`src/design/serial_commanded_hbridge_pwm_assert.svh`:
```
// Assertion macros used by the motor controller RTL.
`ifndef SERIAL_COMMANDED_HBRIDGE_PWM_ASSERT_SVH
`define SERIAL_COMMANDED_HBRIDGE_PWM_ASSERT_SVH

// The consequent must hold in the same cycle as the antecedent.
`define SHBP_ASSERT_SAME(label, clk, rst, ante, cons) \
   label: assert property (@(posedge clk) disable iff (rst) (ante) |-> (cons)) \
      else $error("shbp assertion failed");

// The consequent must hold in the cycle after the antecedent.
`define SHBP_ASSERT_NEXT(label, clk, rst, ante, cons) \
   label: assert property (@(posedge clk) disable iff (rst) (ante) |=> (cons)) \
      else $error("shbp assertion failed");

`endif

```
`src/design/shbp_pkg.sv`:
```
// Types and constants of the serial commanded H-bridge PWM controller.
package shbp_pkg;

   // Command and digit characters.
   localparam logic [7:0] CHAR_ZERO  = 8'h30;
   localparam logic [7:0] CHAR_A     = 8'h61;
   localparam logic [7:0] CHAR_C     = 8'h63;
   localparam logic [7:0] CHAR_D     = 8'h64;
   localparam logic [7:0] CHAR_L     = 8'h6c;
   localparam logic [7:0] CHAR_P     = 8'h70;
   localparam logic [7:0] CHAR_R     = 8'h72;
   localparam logic [7:0] CHAR_S     = 8'h73;

   // Largest duty cycle in percent.
   localparam logic [6:0] DUTY_MAX   = 7'd100;

   // Transaction kinds on the request channel.
   localparam logic       OP_TICK    = 1'b0;
   localparam logic       OP_BYTE    = 1'b1;

   // Message codes reported with each result.
   typedef enum logic [3:0] {
      MSG_NONE     = 4'd0,
      MSG_EXIT     = 4'd1,
      MSG_AUTO     = 4'd2,
      MSG_RIGHTSET = 4'd3,
      MSG_LEFTSET  = 4'd4,
      MSG_SELECTED = 4'd5,
      MSG_LEFT     = 4'd6,
      MSG_RIGHT    = 4'd7,
      MSG_STOP     = 4'd8,
      MSG_COAST    = 4'd9,
      MSG_SETUP    = 4'd10
   } msg_type;

   // Bridge pin levels.
   typedef struct packed {
      logic drive_left;
      logic drive_right;
      logic bridge_enable;
   } pins_type;

   // Result transaction, last field in the lowest bits.
   typedef struct packed {
      logic [6:0] selected_duty;
      msg_type    message_code;
      logic [7:0] echo_byte;
      logic       echo_valid;
      pins_type   pins;
   } rsp_type;

endpackage

```
`src/design/serial_commanded_hbridge_pwm.sv`:
```
// Top level of the serial commanded H-bridge PWM controller.
//
// Usage:
//   The request channel carries one event per transaction: req_tuser = 0 is a
//   timer tick, req_tuser = 1 is a received serial byte in req_tdata.
//   The response channel returns exactly one result per request, holding the
//   bridge pin levels after the event, the setup echo and a message code.
//   A request is accepted into the input register; the output register
//   then loads the decode and state update once it is empty or its result
//   is taken. Throughput is one transaction per clock while the receiver
//   takes each response, set by the single pass of decode logic between
//   the two registers.
//   When the receiver stalls, the output register holds its result and the
//   input register still takes one more request; after that req_tready drops
//   until the response is taken.
//   Reset clears the valid flags of both registers, the PWM counter, duty,
//   mode, direction, setup flag and digit slots, and turns the bridge off.
`include "serial_commanded_hbridge_pwm_assert.svh"

module serial_commanded_hbridge_pwm #(
   parameter int PWM_TOP = 100
) (
   input  logic        clock,
   input  logic        reset,
   // Request channel.
   input  logic        req_tvalid,
   output logic        req_tready,
   input  logic [7:0]  req_tdata,   // [7:0] rx_byte
   input  logic        req_tuser,   // [0] opcode
   // Response channel.
   output logic        rsp_tvalid,
   input  logic        rsp_tready,
   output logic [23:0] rsp_tdata    // [0] bridge_enable, [1] drive_right,
                                    // [2] drive_left, [3] echo_valid,
                                    // [11:4] echo_byte, [15:12] message_code,
                                    // [22:16] selected_duty, [23] zero
);
   import shbp_pkg::*;

   localparam int CountWidth = $clog2(PWM_TOP + 1);
   localparam int CmpWidth   = (CountWidth > 7) ? CountWidth : 7;
   localparam logic [CountWidth-1:0] CountTop = CountWidth'(PWM_TOP);

   // Input register.
   logic       in_valid_ff;
   logic       in_op_ff;
   logic [7:0] in_byte_ff;

   // Output register.
   logic       out_valid_ff;
   rsp_type    rsp_ff, rsp_in;

   // Controller state.
   logic [CountWidth-1:0] pwm_count_ff, pwm_count_in;
   logic [6:0]            duty_ff, duty_in;
   logic                  auto_ff, auto_in;
   logic                  reverse_ff, reverse_in;
   logic                  setup_ff, setup_in;
   logic [7:0]            slot0_ff, slot0_in;
   logic [7:0]            slot1_ff, slot1_in;
   pins_type              pins_ff, pins_in;

   logic advance;

   // Duty entry arithmetic.
   logic signed [15:0] digit0, digit1, digit2, duty_sum;
   logic [6:0]         duty_clamped;

   assign advance    = in_valid_ff && (!out_valid_ff || rsp_tready);
   assign req_tready = !in_valid_ff || advance;
   assign rsp_tvalid = out_valid_ff;
   assign rsp_tdata  = {1'b0, rsp_ff};

   // Weighted decimal value of the two stored slots and the incoming byte.
   always_comb begin
      digit0   = $signed({8'd0, slot0_ff}) - 16'sd48;
      digit1   = $signed({8'd0, slot1_ff}) - 16'sd48;
      digit2   = $signed({8'd0, in_byte_ff}) - 16'sd48;
      duty_sum = (digit0 * 16'sd100) + (digit1 * 16'sd10) + digit2;
      if (duty_sum < 16'sd0) begin
         duty_clamped = 7'd0;
      end else if (duty_sum > 16'sd100) begin
         duty_clamped = DUTY_MAX;
      end else begin
         duty_clamped = duty_sum[6:0];
      end
   end

   // Event decode and next state.
   always_comb begin
      pwm_count_in = pwm_count_ff;
      duty_in      = duty_ff;
      auto_in      = auto_ff;
      reverse_in   = reverse_ff;
      setup_in     = setup_ff;
      slot0_in     = slot0_ff;
      slot1_in     = slot1_ff;
      pins_in      = pins_ff;
      rsp_in       = '0;

      if (in_op_ff == OP_TICK) begin
         // Timer tick: PWM compare in auto mode, then count.
         if (auto_ff) begin
            if (CmpWidth'(pwm_count_ff) < CmpWidth'(duty_ff)) begin
               pins_in.bridge_enable = 1'b1;
               pins_in.drive_left    = reverse_ff;
               pins_in.drive_right   = !reverse_ff;
            end else begin
               pins_in = '0;
            end
         end
         if (pwm_count_ff >= CountTop) begin
            pwm_count_in = '0;
         end else begin
            pwm_count_in = pwm_count_ff + CountWidth'(1);
         end
      end else if (setup_ff) begin
         // Setup mode: echo everything, commands or digit collection.
         rsp_in.echo_valid = 1'b1;
         rsp_in.echo_byte  = in_byte_ff;
         if (in_byte_ff == CHAR_C) begin
            rsp_in.message_code = MSG_EXIT;
            setup_in = 1'b0;
         end else if (in_byte_ff == CHAR_A) begin
            rsp_in.message_code = MSG_AUTO;
            auto_in = 1'b1;
         end else if (in_byte_ff == CHAR_R) begin
            rsp_in.message_code = MSG_RIGHTSET;
            reverse_in = 1'b0;
         end else if (in_byte_ff == CHAR_L) begin
            rsp_in.message_code = MSG_LEFTSET;
            reverse_in = 1'b1;
         end else if (slot0_ff == 8'd0) begin
            slot0_in = in_byte_ff;
         end else if (slot1_ff == 8'd0) begin
            slot1_in = in_byte_ff;
         end else begin
            duty_in  = duty_clamped;
            slot0_in = 8'd0;
            slot1_in = 8'd0;
            rsp_in.message_code  = MSG_SELECTED;
            rsp_in.selected_duty = duty_clamped;
         end
      end else begin
         // Manual commands.
         unique case (in_byte_ff)
            CHAR_L: begin
               rsp_in.message_code = MSG_LEFT;
               auto_in = 1'b0;
               pins_in = '{drive_left: 1'b1, drive_right: 1'b0, bridge_enable: 1'b1};
            end
            CHAR_R: begin
               rsp_in.message_code = MSG_RIGHT;
               auto_in = 1'b0;
               pins_in = '{drive_left: 1'b0, drive_right: 1'b1, bridge_enable: 1'b1};
            end
            CHAR_S: begin
               rsp_in.message_code = MSG_STOP;
               auto_in = 1'b0;
               pins_in = '{drive_left: 1'b0, drive_right: 1'b0, bridge_enable: 1'b1};
            end
            CHAR_P: begin
               rsp_in.message_code = MSG_COAST;
               auto_in = 1'b0;
               pins_in = '0;
            end
            CHAR_D: begin
               rsp_in.message_code = MSG_SETUP;
               setup_in = 1'b1;
            end
            default: begin
               rsp_in.message_code = MSG_NONE;
            end
         endcase
      end
      rsp_in.pins = pins_in;
   end

   // Input register load.
   always_ff @(posedge clock) begin
      if (reset) begin
         in_valid_ff <= 1'b0;
      end else if (req_tready) begin
         in_valid_ff <= req_tvalid;
      end
      if (req_tready && req_tvalid) begin
         in_op_ff   <= req_tuser;
         in_byte_ff <= req_tdata;
      end
   end

   // Output register and state update.
   always_ff @(posedge clock) begin
      if (reset) begin
         out_valid_ff <= 1'b0;
         pwm_count_ff <= '0;
         duty_ff      <= '0;
         auto_ff      <= 1'b0;
         reverse_ff   <= 1'b0;
         setup_ff     <= 1'b0;
         slot0_ff     <= '0;
         slot1_ff     <= '0;
         pins_ff      <= '0;
      end else begin
         if (advance) begin
            out_valid_ff <= 1'b1;
            pwm_count_ff <= pwm_count_in;
            duty_ff      <= duty_in;
            auto_ff      <= auto_in;
            reverse_ff   <= reverse_in;
            setup_ff     <= setup_in;
            slot0_ff     <= slot0_in;
            slot1_ff     <= slot1_in;
            pins_ff      <= pins_in;
         end else if (rsp_tready) begin
            out_valid_ff <= 1'b0;
         end
      end
      if (advance) begin
         rsp_ff <= rsp_in;
      end
   end

   // Both bridge terminals are never driven high together.
   `SHBP_ASSERT_SAME(a_no_shoot_through, clock, reset, 1'b1,
      !(pins_ff.drive_left && pins_ff.drive_right))
   // The stored duty stays within 0..100 percent.
   `SHBP_ASSERT_SAME(a_duty_range, clock, reset, 1'b1, duty_ff <= DUTY_MAX)
   // A duty is reported only with the selection message.
   `SHBP_ASSERT_SAME(a_duty_with_msg, clock, reset,
      out_valid_ff && (rsp_ff.message_code != MSG_SELECTED), rsp_ff.selected_duty == 7'd0)
   // Echoed results only carry setup-mode messages.
   `SHBP_ASSERT_SAME(a_echo_msgs, clock, reset, out_valid_ff && rsp_ff.echo_valid,
      rsp_ff.message_code <= MSG_SELECTED)
   // Each processed event leaves a result in the output register.
   `SHBP_ASSERT_NEXT(a_advance_result, clock, reset, advance, out_valid_ff)

endmodule
```
`config.mk`:
```
export PLATFORM = sky130hd
export DESIGN_NAME = serial_commanded_hbridge_pwm
export DESIGN_NICKNAME = d
export VERILOG_FILES = /design/src/design/shbp_pkg.sv /design/src/design/serial_commanded_hbridge_pwm.sv
export VERILOG_INCLUDE_DIRS = /design/src /design/src/design
export SDC_FILE = /design/constraint.sdc
export NUM_CORES = 1
export LEC_CHECK = 0
export ABC_AREA = 1
export BUFFER_PORTS_ARGS = -buffer_cell sky130_fd_sc_hd__buf_2
export CAP_MARGIN = 10
export CORE_ASPECT_RATIO = 1.5
export CORE_MARGIN = 2
export CORE_UTILIZATION = 45
export CTS_BUF_LIST = sky130_fd_sc_hd__clkbuf_2 sky130_fd_sc_hd__clkbuf_4 sky130_fd_sc_hd__clkbuf_8
export DETAILED_ROUTE_END_ITERATION = 10
export PLACE_DENSITY_LB_ADDON = 0.05
export SYNTH_ARGS = -nofsm -noshare
export SYNTH_HDL_FRONTEND = slang
export SYNTH_SLANG_ARGS = --single-unit
export TNS_END_PERCENT = 1
```
`constraint.sdc`:
```
create_clock -name clock -period 14.4 [get_ports clock]
set_clock_uncertainty 0.15 [all_clocks]
set_input_delay 0.72 -clock clock [delete_from_list [all_inputs] [get_ports clock]]
set_output_delay 0.72 -clock clock [all_outputs]
set_load 0.005 [all_outputs]
```
==> impl_metrics.csv <==
group,metric,value,unit
drt,drc,0,
worst_setup_path,required,14.44,ns
clocking,cts_setup_buffers,0,
global_route,track_usage,19.3,%
sta,worst_slack,8.97,ns
sta,fin_crit_sh,37.7,%
worst_setup_path,reg2reg_depth,26,
placement,place.gp.congestion,0.883,
die,start_util,45.6,%
drt,wl,13400,um
synthesis,synth_top_flop_cell,"dfxtp_1",
synthesis,synthArstFlopShare,0,%
placement,pre_cts_slack,8.99,ns
drt,drt.antenna.violating_nets,0,
sta,finalMaxSlewViolations,0,
finish,nFillCells,1294,
synthesis,synth-seq-cells,70,
power_and_ir_drop,power.leakage,3.13,nW
drt,drt_iter0_drc,188,
placement,dp_hpwl,11100,um
synthesis,synth_area_leaders,"edfxtp_1, ha_1, dfxtp_1",
finish,n_antenna_cell,0,
sta,worstMarginPinSlew,1.05,ns
clocking,clock_sink_count,70,
die,rows,51,
finish,mostFrequentLayoutCells,"nand2_1, inv_1, ha_1, nor2_1, a21oi_1",
placement,port_buffers,37,
synthesis,synth_edf_count,32,
synthesis,yosysUniqueCellTypes,50,
worst_setup_path,worstPathMaxFanout,5,
worst_hold_path,hold-path-endpoint,"pwm_count_ff[0]$_SDFFE_PP0P_",
die,coreArea,12800,sq um
synthesis,ys_warn_count,0,
power_and_ir_drop,p_total,0.000425,W
worst_setup_path,end_kind,"register",
die,io_pins,39,
synthesis,synth_cells,743,
drt,vias_per_cell,5.04,
global_route,grt-ovfl-total,0,
global_route,grt_antenna_before_repair,0,
synthesis,syn-num-nets,848,
worst_hold_path,hold_depth,2,
sta,setup_tns,0,ns
placement,dpl.cell_count,933,
run,cap_violations,0,
worst_setup_path,critPathArrivalTime,5.47,ns
worst_hold_path,hp-start,"pwm_count_ff[0]$_SDFFE_PP0P_",
clocking,cts_buffers,9,
sta,setup_viol,0,
clocking,h-tree-depth,3,
synthesis,synth_top_cell_by_area,"edfxtp_1",
finish,layout_commonest_cell,"nand2_1",
synthesis,syn_area,5850,sq um
finish,nNetsFinal,890,
sta,relSlewSlack,30.1,%
worst_setup_path,worst_setup_path_start_kind,"register",
worst_setup_path,r2r_setup_slack,8.97,ns
synthesis,avgSynthCellArea,7.87,sq um
global_route,grt_pass1_vias,4800,
worst_setup_path,reg2reg_from,"slot0_ff[4]$_SDFFE_PP0P_",
outcome,outcome,"complete, no violations",
clocking,cts_tree,"built",
worst_setup_path,r2r_end,"rsp_tdata[17]$_SDFFCE_PP0P_",
die,die_area,13900,sq um
clocking,root_buffer,"clkbuf_8",
worst_hold_path,hp-class,"reg2reg",
die,chipHeight,144,um
global_route,grt_pass1_wl,21800,um
die,die_w,97.1,um
finish,final_layout_size_suffix_gt1_share,12.4,%
sta,finalHoldViolCount,0,
synthesis,seq_area_frac_synth,29.4,%
finish,stdcell_count,949,
global_route,grt_start_max_net_pins,27,
worst_setup_path,crit_type,"reg2reg",
finish,utilization,49.7,%
clocking,clk_pin_slew_worst_paths,0.08,ns
drt,vias,4787,
drt,firstDrtPassIters,4,
drt,wl_per_cell,14.1,um
power_and_ir_drop,vdd_ir_drop_max,0.0000403,V
synthesis,synth_top_cell_area_share,16.4,%
sta,rsz0062_at_grt,"false",
sta,period_needed,5.43,ns
clocking,clk_path_buf_depth,2,
clocking,cts_resized,0,
power_and_ir_drop,power_density,66.7,nW/um^2
clocking,hold_buffers,0,
finish,syn_to_final_growth,9.07,%
sta,max_freq,184,MHz
clocking,worstSkewPairLatency,0.35,ns
cells in the mapped netlist, types with 8 or more instances:
master / instances
nor2_1: 58
nor2_2: 8
edfxtp_1: 32
nand4_1: 8
nand3_1: 43
o21ai_0: 15
nand2_2: 9
nand2_1: 166
xor2_1: 15
xnor2_1: 9
dfxtp_1: 38
a21oi_1: 51
inv_1: 130
ha_1: 71
fa_1: 21
where the power goes:
part           internal (W)  switching [W]
clock             0.0000681      0.0000788
combinational     0.0000202      0.0000409
sequential         0.000213     0.00000446
total              0.000301       0.000124
worst max path at each step:
stage / startpoint / endpoint / slack (ns) / depth (start not counted)
after floorplan: slot0_ff[4]$_SDFFE_PP0P_ / rsp_tdata[16]$_SDFFCE_PP0P_ / 9.58 / 26
after global placement: slot0_ff[4]$_SDFFE_PP0P_ / rsp_tdata[16]$_SDFFCE_PP0P_ / 9.09 / 25
after detailed placement: slot0_ff[4]$_SDFFE_PP0P_ / rsp_tdata[17]$_SDFFCE_PP0P_ / 8.99 / 26
final: slot0_ff[4]$_SDFFE_PP0P_ / rsp_tdata[17]$_SDFFCE_PP0P_ / 8.97 / 26
after global routing: slot0_ff[5]$_SDFFE_PP0P_ / rsp_tdata[17]$_SDFFCE_PP0P_ / 8.56 / 24
after CTS: slot0_ff[4]$_SDFFE_PP0P_ / rsp_tdata[17]$_SDFFCE_PP0P_ / 8.95 / 26
per-stage QoR:
| stage | hold WS [ns] | instance area, sq um |
|---|---|---|
| floorplan | 0.307 | 5850 |
| global placement | 0.322 | 6200 |
| detailed placement | 0.333 | 6200 |
| CTS | 0.345 | 6380 |
| global route | 0.376 | 6380 |
| finish | 0.343 | 6380 |
worst max-delay path, stage by stage, from the launching register on:
cell,delay (ns)
dfxtp_1,0.42
inv_1,0.13
ha_1,0.36
inv_1,0.08
fa_1,0.53
inv_1,0.04
ha_1,0.28
ha_1,0.22
fa_1,0.41
nand3_1,0.11
nand2_1,0.10
a31oi_1,0.19
xor2_1,0.26
fa_1,0.45
inv_1,0.07
ha_1,0.29
inv_1,0.10
o21ai_0,0.09
nor2_1,0.14
nand2_1,0.07
nand2_1,0.05
nand2_1,0.06
nor2_2,0.21
inv_1,0.10
nor2_4,0.14
nand3_1,0.10
nor2_1,0.13
cells by family after synthesis:
logic type               after synthesis  share of synthesized area [%]
AO/OA/AOI/OAI                         95                           9.41
XOR/XNOR                              24                           3.59
adder cells (fa/ha/maj)               92                           22.4
buffers and inverters                142                           9.45
flip-flops                            70                           29.4
other                                  1                         0.0641
AND/OR/NAND/NOR                      319                           25.7
sequential cells by signal (all words and copies together), names as in the netlist:
register and count:
auto_ff 1, duty_ff 7, in_byte_ff 8, in_op_ff 1
in_valid_ff 1, pins_ff 3, pwm_count_ff 7, reverse_ff 1
rsp_tdata 23, rsp_tvalid 1, setup_ff 1, slot0_ff 8
slot1_ff 8
area by class of cell:
| type | count | area [sq um] | area share (%) |
|---|---|---|---|
| clock inverter | 6 | 43.8 | 0.686 |
| inverter | 136 | 518 | 8.12 |
| tap | 159 | 199 | 3.12 |
| sequential | 70 | 1720 | 27.0 |
| timing repair buffer | 37 | 185 | 2.90 |
| clock buffer | 10 | 138 | 2.16 |
| multi-input combinational | 531 | 3570 | 56.0 |
layer usage:
metal  vias up  share of wire [%]  GRT usage, %
met5         -                  0             0
met4         0                2.0          6.52
met3        19                2.2          1.99
met2        72                 56          39.5
met1      2215                 39          20.1
li1       2481                  -             -
No activity file was read; power rests on OpenSTA's default activity.
